--- src/hw/rtl/idrr_pkg.sv ---
`timescale 1ns / 1ps
package idrr_pkg;

  // Result kinds as they appear on the output channel.
  typedef enum logic [3:0] {
    KIND_IGNORED   = 4'd0,
    KIND_PROGRESS  = 4'd1,
    KIND_FLOW_CTRL = 4'd2,
    KIND_NEGATIVE  = 4'd3,
    KIND_SEQ_ERROR = 4'd4,
    KIND_OVERFLOW  = 4'd5,
    KIND_HEADER    = 4'd6,
    KIND_DTC       = 4'd7,
    KIND_OTHER     = 4'd8
  } kind_t;

  // Protocol control information, upper nibble of the first data byte.
  localparam logic [3:0] PCI_SF = 4'h0;
  localparam logic [3:0] PCI_FF = 4'h1;
  localparam logic [3:0] PCI_CF = 4'h2;

  localparam logic [7:0] SID_NEGATIVE = 8'h7F;
  localparam logic [7:0] SID_READ_DTC = 8'h59;

  localparam logic [3:0]  FRAME_MAX_LEN = 4'd8;
  localparam logic [11:0] FF_MIN_TOTAL  = 12'd8;

  localparam logic [28:0] RESPONSE_ID_RST = 29'h18DAF110;

  localparam int CFG_IDX_W = 1;
  localparam logic [CFG_IDX_W-1:0] CFG_RESPONSE_ID    = 1'b0;
  localparam logic [CFG_IDX_W-1:0] CFG_RECEIVE_ENABLE = 1'b1;

  typedef struct packed {
    logic [28:0]     can_id;
    logic [3:0]      flen;
    logic [7:0][7:0] d;
  } frame_t;

  typedef struct packed {
    kind_t       kind;
    logic [7:0]  service;
    logic [7:0]  info;
    logic [7:0]  mask;
    logic [23:0] dtc;
    logic [6:0]  mlen;
    logic        last;
  } result_t;

  localparam result_t RES_IGNORED = '{KIND_IGNORED, 8'h00, 8'h00, 8'h00, 24'h0, 7'h0, 1'b1};

endpackage

--- src/hw/rtl/idrr_store.sv ---
`timescale 1ns / 1ps
module idrr_store #(
  parameter int DEPTH = 64
) (
  input  logic                     clk,
  input  logic                     wr_en,
  input  logic [$clog2(DEPTH)-1:0] wr_addr,
  input  logic [7:0]               wr_data,
  input  logic                     rd_en,
  input  logic [$clog2(DEPTH)-1:0] rd_addr,
  output logic [7:0]               rd_data
);

  logic [7:0] mem [DEPTH];
  logic [7:0] rd_data_r;

  always_ff @(posedge clk) begin
    if (wr_en) begin
      mem[wr_addr] <= wr_data;
    end
    if (rd_en) begin
      rd_data_r <= mem[rd_addr];
    end
  end

  assign rd_data = rd_data_r;

endmodule

--- src/hw/rtl/idrr_outreg.sv ---
`timescale 1ns / 1ps
module idrr_outreg import idrr_pkg::*; (
  input  logic    clk,
  input  logic    rst_n,
  input  logic    push,
  output logic    push_ready,
  input  result_t din,
  output logic    out_valid,
  input  logic    out_ready,
  output result_t dout
);

  logic    valid_r;
  logic    valid_nxt;
  result_t data_r;
  result_t data_nxt;

  // A new result may load when the register is empty, or when the held one leaves in the same cycle.
  assign push_ready = !valid_r || out_ready;

  always_comb begin
    valid_nxt = valid_r;
    data_nxt  = data_r;
    if (push && push_ready) begin
      valid_nxt = 1'b1;
      data_nxt  = din;
    end else if (out_ready) begin
      valid_nxt = 1'b0;
    end
  end

  always_ff @(posedge clk) begin
    data_r <= data_nxt;
    if (!rst_n) begin
      valid_r <= 1'b0;
    end else begin
      valid_r <= valid_nxt;
    end
  end

  assign out_valid = valid_r;
  assign dout      = data_r;

endmodule

--- src/hw/rtl/idrr_ctrl.sv ---
`timescale 1ns / 1ps
module idrr_ctrl import idrr_pkg::*; #(
  parameter int PAYLOAD_BYTES = 64
) (
  input  logic                             clk,
  input  logic                             rst_n,
  input  logic [28:0]                      response_id,
  input  logic                             receive_enable,
  input  logic                             in_valid,
  output logic                             in_ready,
  input  frame_t                           in_frame,
  output logic                             wr_en,
  output logic [$clog2(PAYLOAD_BYTES)-1:0] wr_addr,
  output logic [7:0]                       wr_data,
  output logic                             rd_en,
  output logic [$clog2(PAYLOAD_BYTES)-1:0] rd_addr,
  input  logic [7:0]                       rd_data,
  output logic                             res_valid,
  input  logic                             res_ready,
  output result_t                          res
);

  localparam int ADDR_W = $clog2(PAYLOAD_BYTES);
  localparam int CNT_W  = $clog2(PAYLOAD_BYTES + 1);
  localparam logic [12:0] PB_P1 = 13'(PAYLOAD_BYTES + 1);

  typedef enum logic [2:0] {
    S_IDLE,
    S_DECODE,
    S_WRITE,
    S_REPORT,
    S_READ,
    S_BUILD,
    S_EMIT
  } state_t;

  state_t              state_r, state_nxt;
  frame_t              frame_r, frame_nxt;
  logic [CNT_W-1:0]    rcv_r, rcv_nxt;
  logic [CNT_W-1:0]    exp_r, exp_nxt;
  logic [3:0]          seq_r, seq_nxt;
  logic                in_msg_r, in_msg_nxt;
  logic [7:0]          svc_r, svc_nxt;
  logic [2:0]          wr_left_r, wr_left_nxt;
  logic [2:0]          wr_src_r, wr_src_nxt;
  logic [ADDR_W-1:0]   wr_addr_r, wr_addr_nxt;
  logic                cmpl_r, cmpl_nxt;
  result_t             res_r, res_nxt;
  logic [CNT_W-1:0]    rd_base_r, rd_base_nxt;
  logic [2:0]          rd_k_r, rd_k_nxt;
  logic [2:0]          rd_num_r, rd_num_nxt;
  logic                is_hdr_r, is_hdr_nxt;
  logic [3:0]          rec_left_r, rec_left_nxt;
  logic                pend_r, pend_nxt;
  logic [1:0]          pend_pos_r, pend_pos_nxt;
  logic                pend_ok_r, pend_ok_nxt;
  logic [3:0][7:0]     rec_b_r, rec_b_nxt;

  logic [3:0]          nib;
  logic [3:0]          low;
  logic                id_hit;
  logic                sf_bad;
  logic [11:0]         total;
  logic                ff_short;
  logic                ff_over;
  logic [2:0]          n_raw;
  logic [CNT_W-1:0]    room;
  logic [2:0]          n_take;
  logic [CNT_W-1:0]    rcv_after;
  logic [CNT_W-1:0]    quads;
  logic [3:0]          nrec;
  logic [CNT_W-1:0]    rd_pos;

  assign nib    = frame_r.d[0][7:4];
  assign low    = frame_r.d[0][3:0];
  assign id_hit = receive_enable && (frame_r.can_id == response_id);
  assign sf_bad = (low == 4'd0) || (low > 4'd7) ||
                  ({1'b0, frame_r.flen} < ({1'b0, low} + 5'd1));
  assign total    = {low, frame_r.d[1]};
  assign ff_short = (frame_r.flen != FRAME_MAX_LEN) || (total < FF_MIN_TOTAL);
  assign ff_over  = ({1'b0, total} > PB_P1);

  // Consecutive frame: data bytes carried, limited to what is still owed.
  assign n_raw     = (frame_r.flen == 4'd0) ? 3'd0 : 3'(frame_r.flen - 4'd1);
  assign room      = (exp_r > rcv_r) ? (exp_r - rcv_r) : '0;
  assign n_take    = (room < CNT_W'(n_raw)) ? 3'(room) : n_raw;
  assign rcv_after = rcv_r + CNT_W'(n_take);

  // Records of four bytes after the two header bytes, at most fifteen.
  assign quads = (rcv_r - CNT_W'(2)) >> 2;
  assign nrec  = (rcv_r < CNT_W'(6)) ? 4'd0 :
                 ((quads > CNT_W'(15)) ? 4'd15 : 4'(quads));

  assign rd_pos = rd_base_r + CNT_W'(rd_k_r);

  always_comb begin
    state_nxt    = state_r;
    frame_nxt    = frame_r;
    rcv_nxt      = rcv_r;
    exp_nxt      = exp_r;
    seq_nxt      = seq_r;
    in_msg_nxt   = in_msg_r;
    svc_nxt      = svc_r;
    wr_left_nxt  = wr_left_r;
    wr_src_nxt   = wr_src_r;
    wr_addr_nxt  = wr_addr_r;
    cmpl_nxt     = cmpl_r;
    res_nxt      = res_r;
    rd_base_nxt  = rd_base_r;
    rd_k_nxt     = rd_k_r;
    rd_num_nxt   = rd_num_r;
    is_hdr_nxt   = is_hdr_r;
    rec_left_nxt = rec_left_r;
    pend_nxt     = 1'b0;
    pend_pos_nxt = pend_pos_r;
    pend_ok_nxt  = pend_ok_r;
    rec_b_nxt    = rec_b_r;
    in_ready     = 1'b0;
    res_valid    = 1'b0;
    wr_en        = 1'b0;
    wr_addr      = wr_addr_r;
    wr_data      = frame_r.d[wr_src_r];
    rd_en        = 1'b0;
    rd_addr      = rd_pos[ADDR_W-1:0];

    // Read data lands in the cycle after the address; bytes past the message read as zero.
    if (pend_r) begin
      rec_b_nxt[pend_pos_r] = pend_ok_r ? rd_data : 8'h00;
    end

    unique case (state_r)
      S_IDLE: begin
        in_ready = 1'b1;
        if (in_valid) begin
          frame_nxt = in_frame;
          if (in_frame.flen > FRAME_MAX_LEN) begin
            frame_nxt.flen = FRAME_MAX_LEN;
          end
          state_nxt = S_DECODE;
        end
      end

      S_DECODE: begin
        res_nxt   = RES_IGNORED;
        state_nxt = S_EMIT;
        if (id_hit) begin
          unique case (nib)
            PCI_SF: begin
              if (!sf_bad) begin
                in_msg_nxt = 1'b0;
                if (frame_r.d[1] == SID_NEGATIVE) begin
                  res_nxt.kind    = KIND_NEGATIVE;
                  res_nxt.service = frame_r.d[2];
                  res_nxt.info    = frame_r.d[3];
                end else begin
                  svc_nxt     = frame_r.d[1];
                  rcv_nxt     = CNT_W'(low - 4'd1);
                  exp_nxt     = CNT_W'(low - 4'd1);
                  wr_left_nxt = 3'(low - 4'd1);
                  wr_src_nxt  = 3'd2;
                  wr_addr_nxt = '0;
                  cmpl_nxt    = 1'b1;
                  state_nxt   = S_WRITE;
                end
              end
            end
            PCI_FF: begin
              if (!ff_short) begin
                if (ff_over) begin
                  in_msg_nxt      = 1'b0;
                  res_nxt.kind    = KIND_OVERFLOW;
                  res_nxt.service = frame_r.d[2];
                end else begin
                  svc_nxt         = frame_r.d[2];
                  rcv_nxt         = CNT_W'(5);
                  exp_nxt         = CNT_W'(total - 12'd1);
                  seq_nxt         = 4'd1;
                  in_msg_nxt      = 1'b1;
                  wr_left_nxt     = 3'd5;
                  wr_src_nxt      = 3'd3;
                  wr_addr_nxt     = '0;
                  cmpl_nxt        = 1'b0;
                  res_nxt.kind    = KIND_FLOW_CTRL;
                  res_nxt.service = frame_r.d[2];
                  state_nxt       = S_WRITE;
                end
              end
            end
            PCI_CF: begin
              if (in_msg_r) begin
                if (low != seq_r) begin
                  in_msg_nxt      = 1'b0;
                  res_nxt.kind    = KIND_SEQ_ERROR;
                  res_nxt.service = svc_r;
                end else begin
                  wr_left_nxt     = n_take;
                  wr_src_nxt      = 3'd1;
                  wr_addr_nxt     = rcv_r[ADDR_W-1:0];
                  rcv_nxt         = rcv_after;
                  seq_nxt         = seq_r + 4'd1;
                  cmpl_nxt        = (rcv_after >= exp_r);
                  res_nxt.kind    = KIND_PROGRESS;
                  res_nxt.service = svc_r;
                  state_nxt       = S_WRITE;
                end
              end
            end
            default: begin
            end
          endcase
        end
      end

      S_WRITE: begin
        if (wr_left_r != 3'd0) begin
          wr_en       = 1'b1;
          wr_left_nxt = wr_left_r - 3'd1;
          wr_src_nxt  = wr_src_r + 3'd1;
          wr_addr_nxt = wr_addr_r + ADDR_W'(1);
        end else begin
          state_nxt = cmpl_r ? S_REPORT : S_EMIT;
        end
      end

      S_REPORT: begin
        in_msg_nxt = 1'b0;
        if (svc_r == SID_READ_DTC) begin
          rd_base_nxt  = '0;
          rd_k_nxt     = 3'd0;
          rd_num_nxt   = 3'd2;
          is_hdr_nxt   = 1'b1;
          rec_left_nxt = nrec;
          state_nxt    = S_READ;
        end else begin
          res_nxt         = RES_IGNORED;
          res_nxt.kind    = KIND_OTHER;
          res_nxt.service = svc_r;
          res_nxt.mlen    = 7'(rcv_r);
          state_nxt       = S_EMIT;
        end
      end

      S_READ: begin
        if (rd_k_r < rd_num_r) begin
          rd_en        = 1'b1;
          pend_nxt     = 1'b1;
          pend_pos_nxt = rd_k_r[1:0];
          pend_ok_nxt  = (rd_pos < rcv_r);
          rd_k_nxt     = rd_k_r + 3'd1;
        end else begin
          state_nxt = S_BUILD;
        end
      end

      S_BUILD: begin
        res_nxt         = RES_IGNORED;
        res_nxt.service = SID_READ_DTC;
        res_nxt.mlen    = 7'(rcv_r);
        rd_k_nxt        = 3'd0;
        rd_num_nxt      = 3'd4;
        is_hdr_nxt      = 1'b0;
        if (is_hdr_r) begin
          res_nxt.kind = KIND_HEADER;
          res_nxt.info = rec_b_r[0];
          res_nxt.mask = rec_b_r[1];
          res_nxt.last = (rec_left_r == 4'd0);
          rd_base_nxt  = CNT_W'(2);
        end else begin
          res_nxt.kind = KIND_DTC;
          res_nxt.mask = rec_b_r[3];
          res_nxt.dtc  = {rec_b_r[0], rec_b_r[1], rec_b_r[2]};
          res_nxt.last = (rec_left_r == 4'd1);
          rec_left_nxt = rec_left_r - 4'd1;
          rd_base_nxt  = rd_base_r + CNT_W'(4);
        end
        state_nxt = S_EMIT;
      end

      S_EMIT: begin
        res_valid = 1'b1;
        if (res_ready) begin
          state_nxt = res_r.last ? S_IDLE : S_READ;
        end
      end

      default: begin
        state_nxt = S_IDLE;
      end
    endcase
  end

  always_ff @(posedge clk) begin
    frame_r    <= frame_nxt;
    wr_left_r  <= wr_left_nxt;
    wr_src_r   <= wr_src_nxt;
    wr_addr_r  <= wr_addr_nxt;
    cmpl_r     <= cmpl_nxt;
    res_r      <= res_nxt;
    rd_base_r  <= rd_base_nxt;
    rd_k_r     <= rd_k_nxt;
    rd_num_r   <= rd_num_nxt;
    is_hdr_r   <= is_hdr_nxt;
    rec_left_r <= rec_left_nxt;
    pend_pos_r <= pend_pos_nxt;
    pend_ok_r  <= pend_ok_nxt;
    rec_b_r    <= rec_b_nxt;
    if (!rst_n) begin
      state_r  <= S_IDLE;
      rcv_r    <= '0;
      exp_r    <= '0;
      seq_r    <= 4'd1;
      in_msg_r <= 1'b0;
      svc_r    <= 8'h00;
      pend_r   <= 1'b0;
    end else begin
      state_r  <= state_nxt;
      rcv_r    <= rcv_nxt;
      exp_r    <= exp_nxt;
      seq_r    <= seq_nxt;
      in_msg_r <= in_msg_nxt;
      svc_r    <= svc_nxt;
      pend_r   <= pend_nxt;
    end
  end

  assign res = res_r;

endmodule

--- src/hw/rtl/isotp_dtc_report_reassembler_top.sv ---
`timescale 1ns / 1ps
// Reassembles ISO-TP responses from one ECU and turns diagnostic trouble code
// reports into one item per record.
// The input channel (in_*) takes one received CAN frame per item. The output
// channel (out_*) gives one or more result items per frame; out_tlast marks
// the final result of a frame. The configuration port writes the response
// identifier (index 0) and the receive enable (index 1); the user must
// write them only while idle, which the block itself does not enforce.
// Each frame is handled on its own: it is accepted, decoded, and its data
// bytes are written into the payload store one byte per cycle. A frame that
// completes a report then reads the store back through its single read port,
// one byte per cycle within each item: two for the header, four for each of
// at most 15 records.
// The next frame is accepted once the last result of the current one has
// been loaded into the output register, so one result may still wait there.
// If the receiver stalls, the block holds its pending result and takes no new
// frame until the output register frees up; nothing is dropped.
// Reset clears the control state and loads the register reset values; the
// payload store needs no clearing, since only bytes written by the current
// message are read back.
module isotp_dtc_report_reassembler_top import idrr_pkg::*; #(
  parameter int PAYLOAD_BYTES = 64
) (
  input  logic                 clk,
  input  logic                 rst_n,
  input  logic                 cfg_we,
  input  logic [CFG_IDX_W-1:0] cfg_index,
  input  logic [28:0]          cfg_wdata,
  input  logic                 in_tvalid,
  output logic                 in_tready,
  // can_id[28:0], frame_len[32:29], data_byte_0 .. data_byte_7 from bit 33
  // upward, eight bits each, zero fill [103:97]
  input  logic [103:0]         in_tdata,
  output logic                 out_tvalid,
  input  logic                 out_tready,
  // service_id[7:0], info_byte[15:8], mask_or_status[23:16], dtc_code[47:24],
  // message_length[54:48], zero fill [55]
  output logic [55:0]          out_tdata,
  // result_kind[3:0]
  output logic [3:0]           out_tuser,
  output logic                 out_tlast
);

  localparam int ADDR_W = $clog2(PAYLOAD_BYTES);

  logic [28:0]       response_id_r;
  logic              receive_enable_r;
  frame_t            in_frame;
  logic              wr_en;
  logic [ADDR_W-1:0] wr_addr;
  logic [7:0]        wr_data;
  logic              rd_en;
  logic [ADDR_W-1:0] rd_addr;
  logic [7:0]        rd_data;
  logic              res_valid;
  logic              res_ready;
  result_t           res;
  result_t           out_res;

  // Configuration registers.
  always_ff @(posedge clk) begin
    if (!rst_n) begin
      response_id_r    <= RESPONSE_ID_RST;
      receive_enable_r <= 1'b0;
    end else if (cfg_we) begin
      unique case (cfg_index)
        CFG_RESPONSE_ID:    response_id_r    <= cfg_wdata;
        CFG_RECEIVE_ENABLE: receive_enable_r <= cfg_wdata[0];
        default: begin
        end
      endcase
    end
  end

  // Unpack the frame item.
  always_comb begin
    in_frame.can_id = in_tdata[28:0];
    in_frame.flen   = in_tdata[32:29];
    for (int k = 0; k < 8; k++) begin
      in_frame.d[k] = in_tdata[33 + 8 * k +: 8];
    end
  end

  idrr_ctrl #(
    .PAYLOAD_BYTES (PAYLOAD_BYTES)
  ) u_ctrl (
    .clk            (clk),
    .rst_n          (rst_n),
    .response_id    (response_id_r),
    .receive_enable (receive_enable_r),
    .in_valid       (in_tvalid),
    .in_ready       (in_tready),
    .in_frame       (in_frame),
    .wr_en          (wr_en),
    .wr_addr        (wr_addr),
    .wr_data        (wr_data),
    .rd_en          (rd_en),
    .rd_addr        (rd_addr),
    .rd_data        (rd_data),
    .res_valid      (res_valid),
    .res_ready      (res_ready),
    .res            (res)
  );

  // The controller never reads and writes in the same cycle, so a read
  // always sees every byte written before it.
  idrr_store #(
    .DEPTH (PAYLOAD_BYTES)
  ) u_store (
    .clk     (clk),
    .wr_en   (wr_en),
    .wr_addr (wr_addr),
    .wr_data (wr_data),
    .rd_en   (rd_en),
    .rd_addr (rd_addr),
    .rd_data (rd_data)
  );

  idrr_outreg u_outreg (
    .clk        (clk),
    .rst_n      (rst_n),
    .push       (res_valid),
    .push_ready (res_ready),
    .din        (res),
    .out_valid  (out_tvalid),
    .out_ready  (out_tready),
    .dout       (out_res)
  );

  assign out_tdata = {1'b0, out_res.mlen, out_res.dtc, out_res.mask,
                      out_res.info, out_res.service};
  assign out_tuser = out_res.kind;
  assign out_tlast = out_res.last;

endmodule

--- config.mk ---
export PLATFORM = sky130hd
export DESIGN_NAME = isotp_dtc_report_reassembler_top
export DESIGN_NICKNAME = d
export VERILOG_FILES = /design/src/hw/rtl/idrr_pkg.sv /design/src/hw/rtl/idrr_store.sv /design/src/hw/rtl/idrr_outreg.sv /design/src/hw/rtl/idrr_ctrl.sv /design/src/hw/rtl/isotp_dtc_report_reassembler_top.sv
export SDC_FILE = /design/constraint.sdc
export NUM_CORES = 1
export LEC_CHECK = 0
export BUFFER_PORTS_ARGS = -buffer_cell sky130_fd_sc_hd__buf_2
export CAP_MARGIN = 20
export CELL_PAD_IN_SITES_DETAIL_PLACEMENT = 2
export CELL_PAD_IN_SITES_GLOBAL_PLACEMENT = 2
export CORE_MARGIN = 3
export CORE_UTILIZATION = 43
export DETAILED_ROUTE_END_ITERATION = 10
export GPL_TIMING_DRIVEN = 0
export HOLD_SLACK_MARGIN = 0.1
export PLACE_DENSITY_LB_ADDON = 0.1
export SYNTH_ARGS = -nofsm -noshare
export SYNTH_HDL_FRONTEND = slang
export SYNTH_HIERARCHICAL = 1
export SYNTH_SLANG_ARGS = --single-unit
--- constraint.sdc ---
create_clock -name clk -period 7.4 [get_ports clk]
set_input_delay 0.74 -clock clk [delete_from_list [all_inputs] [get_ports clk]]
set_output_delay 0.74 -clock clk [all_outputs]
set_load 0.005 [all_outputs]
# Word level (Yosys, flattened, before mapping)

Memories as Yosys holds them, arrays and structs flattened. A register that Yosys moved wholly into a read port is not among the register bits.
Index checks and enable logic that the tools add are counted.

$add $sub $neg: 16
Muxes and demuxes: 131
Shift-type cells: 0
Equality and inequality tests: 37
$mul: 0
Bitwise logic cells: 1
Order comparisons: 15
Reduce and logical (&&, ||, !) cells: 37
Divide/modulo/power cells: 0

Operator list:

| cell                                   | number |
|---|---|
| one-hot mux 60 bit (3 select lines)    | 1 |
| 2-to-1 mux 3 bit                       | 34 |
| 2-to-1 mux 8 bit                       | 10 |
| 2-to-1 mux 7 bit                       | 11 |
| 2-to-1 mux 60 bit                      | 1 |
| 2-to-1 mux 6 bit                       | 8 |
| 2-to-1 mux 20 bit                      | 2 |
| one-hot mux 12 bit (3 select lines)    | 1 |
| one-hot mux 3 bit (3 select lines)     | 4 |
| 2-to-1 mux 11 bit                      | 3 |
| bitwise mux 32 bit                     | 1 |
| 2-to-1 mux 4 bit                       | 8 |
| == test 29 bit                         | 1 |
| one-hot mux 7 bit (2 select lines)     | 2 |
| 2-to-1 mux 1 bit                       | 25 |
| binary-select mux 8 bit (select 3 bit) | 1 |
| 2-to-1 mux 24 bit                      | 1 |
| one-hot mux 3 bit (7 select lines)     | 1 |
| one-hot mux 7 bit (3 select lines)     | 1 |
| != test 2 bit (second input constant)  | 10 |
| 2-to-1 mux 18 bit                      | 1 |
| one-hot mux 3 bit (2 select lines)     | 3 |
| one-hot mux 6 bit (3 select lines)     | 1 |
| demux 8 bit (select 2 bit)             | 1 |
| 61 further kinds                       | 105 |

ROM bits: 0
Bits in registers: 345
Bits of input ports: 139
Output and inout port bits: 63
Bits in writable memories: 512
Latch bits: 0
Memories: 1
Logic and storage cells: 287

Memories:

| memory      | words | width | read ports | clocked after Yosys merged registers in | wr ports | line             | source |
|---|---|---|---|---|---|---|---|
| u_store.mem | 64    | 8     | 1          | 1                                       | 1        | idrr_store.sv:14 | `logic [7:0] mem [DEPTH];` |

# Longest topological paths before layout

Depth after elaboration: 9
Mapped depth: 24
Gate-level depth less buffers: 23

# Modules after synthesis

The synthesis kept the hierarchy.

By module, submodules not included:

| module                           | area an instance (um^2) | cells an instance | instances | seq. area each (um^2) |
|---|---|---|---|---|
| idrr_store                       | 20,270.7                | 972               | 1         | 15,615.0 |
| idrr_ctrl                        | 12,092.8                | 930               | 1         | 7,226.9 |
| idrr_outreg                      | 1,859.3                 | 65                | 1         | 1,821.7 |
| isotp_dtc_report_reassembler_top | 1,223.7                 | 133               | 1         | 600.6 |

# Least setup slack after synthesis

Ideal clock, no wire load.

Path kind: reg2reg
Start: reg u_ctrl.state_r[0]
End: reg u_ctrl.res_r, in the netlist u_ctrl/res[0], enable pin
Data arrival time: 5,292 ps
Clock period less this slack: 5,855 ps
Path buffers: 2
Library setup time: 563 ps
Cell stages (with the launch flop): 5
Data required time: 6,837 ps
Slack: 1,545 ps
Path through: dfxtp_1 > clkbuf_1 > nand3b_1 > clkbuf_1 > o21ai_0

Word-level cells in the longest chain between the ends: 3
Elaborated cells between the ends (all ways): 6

RTL lines:

| what                                                                 | line             | source |
|---|---|---|
| start, declared                                                      | idrr_ctrl.sv:37  | `state_t state_r, state_nxt;` |
| start signal, assigned                                               | idrr_ctrl.sv:316 | `state_r <= state_nxt;` |
| == test 3 x 2 -> 1 bit (tied with other cells)                       | idrr_ctrl.sv:131 | `unique case (state_r)` |
| != test 2 bit (no source line) or nonzero test 3 bit (tied branches) | --               |  |
| AND reduction 2 bit (no source line) *                               | --               |  |
| end signal, assigned                                                 | idrr_ctrl.sv:298 | `res_r <= res_nxt;` |
| end, declared                                                        | idrr_ctrl.sv:48  | `result_t res_r, res_nxt;` |

Every way passes the cells marked *; elsewhere a longest branch is shown, timed or not.
A chain may end at the register's enable or synchronous reset.

# Worst setup path after layout

Start: reg u_ctrl.rcv_r[4]
End: reg u_ctrl.cmpl_r, data pin

Word-level cells in the longest chain between the ends: 9
Elaborated cells between the ends (all ways): 10

RTL lines:

| what                                                   | line             | source |
|---|---|---|
| start, declared                                        | idrr_ctrl.sv:39  | `logic [CNT_W-1:0] rcv_r, rcv_nxt;` |
| start signal, assigned                                 | idrr_ctrl.sv:317 | `rcv_r <= rcv_nxt;` |
| subtractor 7 bit or > comparator 7 bit (tied branches) | idrr_ctrl.sv:85  | `assign room = (exp_r > rcv_r) ? (exp_r - rcv_r) : '0;` |
| 2-to-1 mux 7 bit                                       | idrr_ctrl.sv:85  |  |
| less-than comparator 7 x 3 -> 1 bit                    | idrr_ctrl.sv:86  | `assign n_take = (room < CNT_W'(n_raw)) ? 3'(room) : n_raw;` |
| 2-to-1 mux 3 bit                                       | idrr_ctrl.sv:86  |  |
| adder 7 x 3 -> 7 bit *                                 | idrr_ctrl.sv:87  | `assign rcv_after = rcv_r + CNT_W'(n_take);` |
| greater-or-equal comparator 7 bit *                    | idrr_ctrl.sv:201 | `cmpl_nxt = (rcv_after >= exp_r);` |
| 2-to-1 mux 1 bit *                                     | idrr_ctrl.sv:191 | `if (low != seq_r) begin` |
| 2-to-1 mux 1 bit *                                     | idrr_ctrl.sv:190 | `if (in_msg_r) begin` |
| one-hot mux 1 bit (3 select lines) *                   | idrr_ctrl.sv:147 | `unique case (nib)` |
| end signal, assigned                                   | idrr_ctrl.sv:297 | `cmpl_r <= cmpl_nxt;` |
| end, declared                                          | idrr_ctrl.sv:47  | `logic cmpl_r, cmpl_nxt;` |

Every way passes the cells marked *; elsewhere a longest branch is shown, timed or not. The select of a mux whose other input is x is not followed.

==> out/qor.txt <==
status = finished clean
final wirelength = 113 mm
1st-pass router iterations = 5
kind of critical path = flip-flop to flip-flop
Bufs on Longest Clock Path = 3
part of the Yosys area used for sequential elements = 0.713
Avg Inst Size Synth = 16.9 µm²
fin. max-slew vios = 0
period utilization = 0.873
Hold Buf Count CTS = 0
hold depth = 1
clock root cell = clkbuf_16
cell with the most instances after synthesis = edfxtp_1
power share of the clock group = 0.321
synth warn = 6
initial antenna violation count = 1
die width = 293 µm
Clock Sink Count = 862
Top FF cell, synth = edfxtp_1
Seq cells post-synth = 862
H-Tree Depth = 3
residual DRC count = 0
Post-synth EDFFs = 800
pre-CTS setup slack = 0.933 ns
Setup Fix Bufs, Post-CTS = 0
peak fanout along the critical path = 8
Slew Limit Headroom = 0.269
Top Ports = 202
Rows = 104
total CTS buffers = 94
layout net count = 2596
Flop pwr share = 0.443
worst-margin pin slew = 1.10 ns
CP Launch Type = flip-flop
count of cell types in the netlist = 90
total power = 14.9 mW
top cells by area, synth = edfxtp_1 (68%), mux4_2 (8.9%), dfxtp_1 (3.5%)
Post-Syn Instances = 2100
ys async rst share = 0
Post-Syn Area = 35400 µm²
Area Growth Syn to Fin = 16.1%
core footprint = 81100 µm²
Pleak = 14.0 nW
hold crit path type = input pin to flip-flop
gpl congestion = 0.843
Final TNS setup = 0 ns
Peak VDD IR = 240 µV
fmax = 155 MHz
Int Pwr = 10.2 mW
Detailed Place HPWL = 78.9 mm
Reg clk slew, reported paths = 0.06 ns
DR iter-0 viols = 2007
P_sw = 4.66 mW
Starting Density = 0.437
CP required = 7.77 ns
ANT nets after route = 0
Reg2Reg Depth = 22
Final Skew = 0.0270 ns
Critical Path Sink Type = flip-flop
PwrDens = 362 nW/µm²
Mapped Nets = 2291
largest net degree at the start of global routing = 71
top cell type by total area after synthesis = edfxtp_1
Hold Fails Final Rpt = 0
Worst EP arrival = 6.84 ns
# resized after CTS = 0
full die area = 85900 µm²
Finished Core Util = 0.508
vias in the first global route = 23000
IO Port Bufs = 193
TritonCTS clock tree = built
remaining global-route overflow = 0
Max Cap Viol = 0
Setup WS post-layout = 0.938 ns
GRT Total Usage = 0.266
Avg WL per Cell = 32.0 µm
vias post-DR = 20900
switching part of the total power = 0.313
Final Setup Violations = 0
RSZ-0062 raised after global routing = no
Synth top cells by count = edfxtp_1 (800), nor2_1 (154), mux4_2 (140)
layout cells sized above 1 = 0.234
top cell type's share of synthesized area = 0.678
Die Ht = 293 µm
routed vias/inst = 5.91
later-pin clock latency in the skew report = 0.66 ns
Comb power frac = 0.236
Tmin final = 6.46 ns
first-pass GRT wire length = 165 mm
per-stage QoR:
step,cells,area (µm²),hold slack (ns)
6_report,3544,41200,0.257
5_1_grt,3543,41200,0.219
4_1_cts,3538,41100,0.219
2_1_floorplan,2100,35400,0.400
3_5_place_dp,3364,38000,0.407
3_3_place_gp,3353,37700,0.404
power by group through the flow:
stage	clock, mW	sequential, mW	combinational [mW]
CTS	4.88	6.60	3.49
detailed placement	0	6.69	3.45
global placement	0	6.73	3.12
global route	5.08	6.63	3.71
floorplan	0	6.60	1.89
finish	4.78	6.60	3.51
registers in the layout (all words and copies together), names as in the netlist, 3 cells and up:
| signal | count |
|---|---|
| u_outreg/dout | 60 |
| u_store/rd_data | 8 |
| u_ctrl/exp_r | 7 |
| u_ctrl/wr_left_r | 3 |
| u_ctrl/wr_addr | 6 |
| u_ctrl/rd_k_r | 3 |
| u_ctrl/rcv_r | 7 |
| u_ctrl/wr_src_r | 3 |
| u_ctrl/seq_r | 4 |
| u_ctrl/svc_r | 8 |
| u_ctrl/state_r | 3 |
| u_store/mem | 512 |
| response_id_r | 29 |
| u_ctrl/res | 60 |
| u_ctrl/rec_left_r | 4 |
| u_ctrl/rec_b_r | 32 |
| u_ctrl/rd_base_r | 6 |
| u_ctrl/frame_r | 97 |
per-layer routing:
metal | GRT usage | vias to the layer above | wire length (µm)
li1 | - | 8807 | -
met1 | 0.341 | 11100 | 45100
met2 | 0.463 | 816 | 57500
met3 | 0.0385 | 227 | 6520
met4 | 0.0924 | 2 | 4120
met5 | 0 | - | 15
final cells by class:
cell class / count / area, µm²
antenna: 1 / 2.50
buffer: 101 / 541
clock buffer: 124 / 2590
clock inverter: 50 / 534
fill: 7372 / 39900
inverter: 64 / 240
multi-input combinational: 1073 / 9430
sequential: 862 / 25300
tap: 1060 / 1330
timing repair buffer: 209 / 1230
kinds of logic (layout without fill, tap and decap cells):
logic type | count (synthesis) | after routing | synth area share
compound gates | 259 | 259 | 0.0505
xor+xnor | 66 | 66 | 0.0163
fa+ha+maj | 52 | 52 | 0.0190
buf+inv | 165 | 548 | 0.0220
flops | 862 | 862 | 0.713
mux | 208 | 208 | 0.109
other cells | 1 | 2 | 0.000106
simple gates | 487 | 487 | 0.0708
layout by cell type, fill, tap and decap left out, types with 18 or more instances in the layout:
cell type / n
mux2i_1: 58
a21oi_1: 40
nand3b_1: 23
mux4_2: 140
inv_1: 59
nand2_1: 105
xor2_1: 38
clkinv_2: 19
clkbuf_1: 70
o21ai_0: 46
clkinv_1: 18
clkbuf_16: 98
nor3_1: 21
and2_1: 39
nand3_1: 33
o211ai_1: 19
nor2b_1: 29
ha_1: 49
buf_2: 216
nor2_1: 154
edfxtp_1: 800
o22ai_1: 30
xnor2_1: 28
dfxtp_1: 62
final timing paths:
path	from	endpoint	slack, ns
max	u_ctrl/rcv_r[4]	u_ctrl/cmpl_r	0.94
min	in_tdata[4]	u_ctrl/frame_r[72]	0.26
max reg2reg	u_ctrl/rcv_r[4]	u_ctrl/cmpl_r	0.94
min reg2reg	u_ctrl/res[11]	u_outreg/dout[11]	0.42
critical path: stages (launching register included):
cell,delay (ns)
dfxtp_1,0.44
clkinv_1,0.42
ha_1,0.53
a21oi_1,0.20
o21ai_0,0.09
o21ai_0,0.31
nor2_1,0.13
ha_1,0.33
a21oi_1,0.23
o211ai_1,0.14
nor3_1,0.36
a21oi_1,0.12
o31ai_1,0.53
ha_1,0.28
inv_1,0.06
fa_1,0.41
nor2b_1,0.13
o21ai_0,0.12
or3_1,0.38
xnor2_1,0.30
ha_1,0.30
o31ai_1,0.26
a21oi_1,0.10
Power figures use the tool's default switching activity.
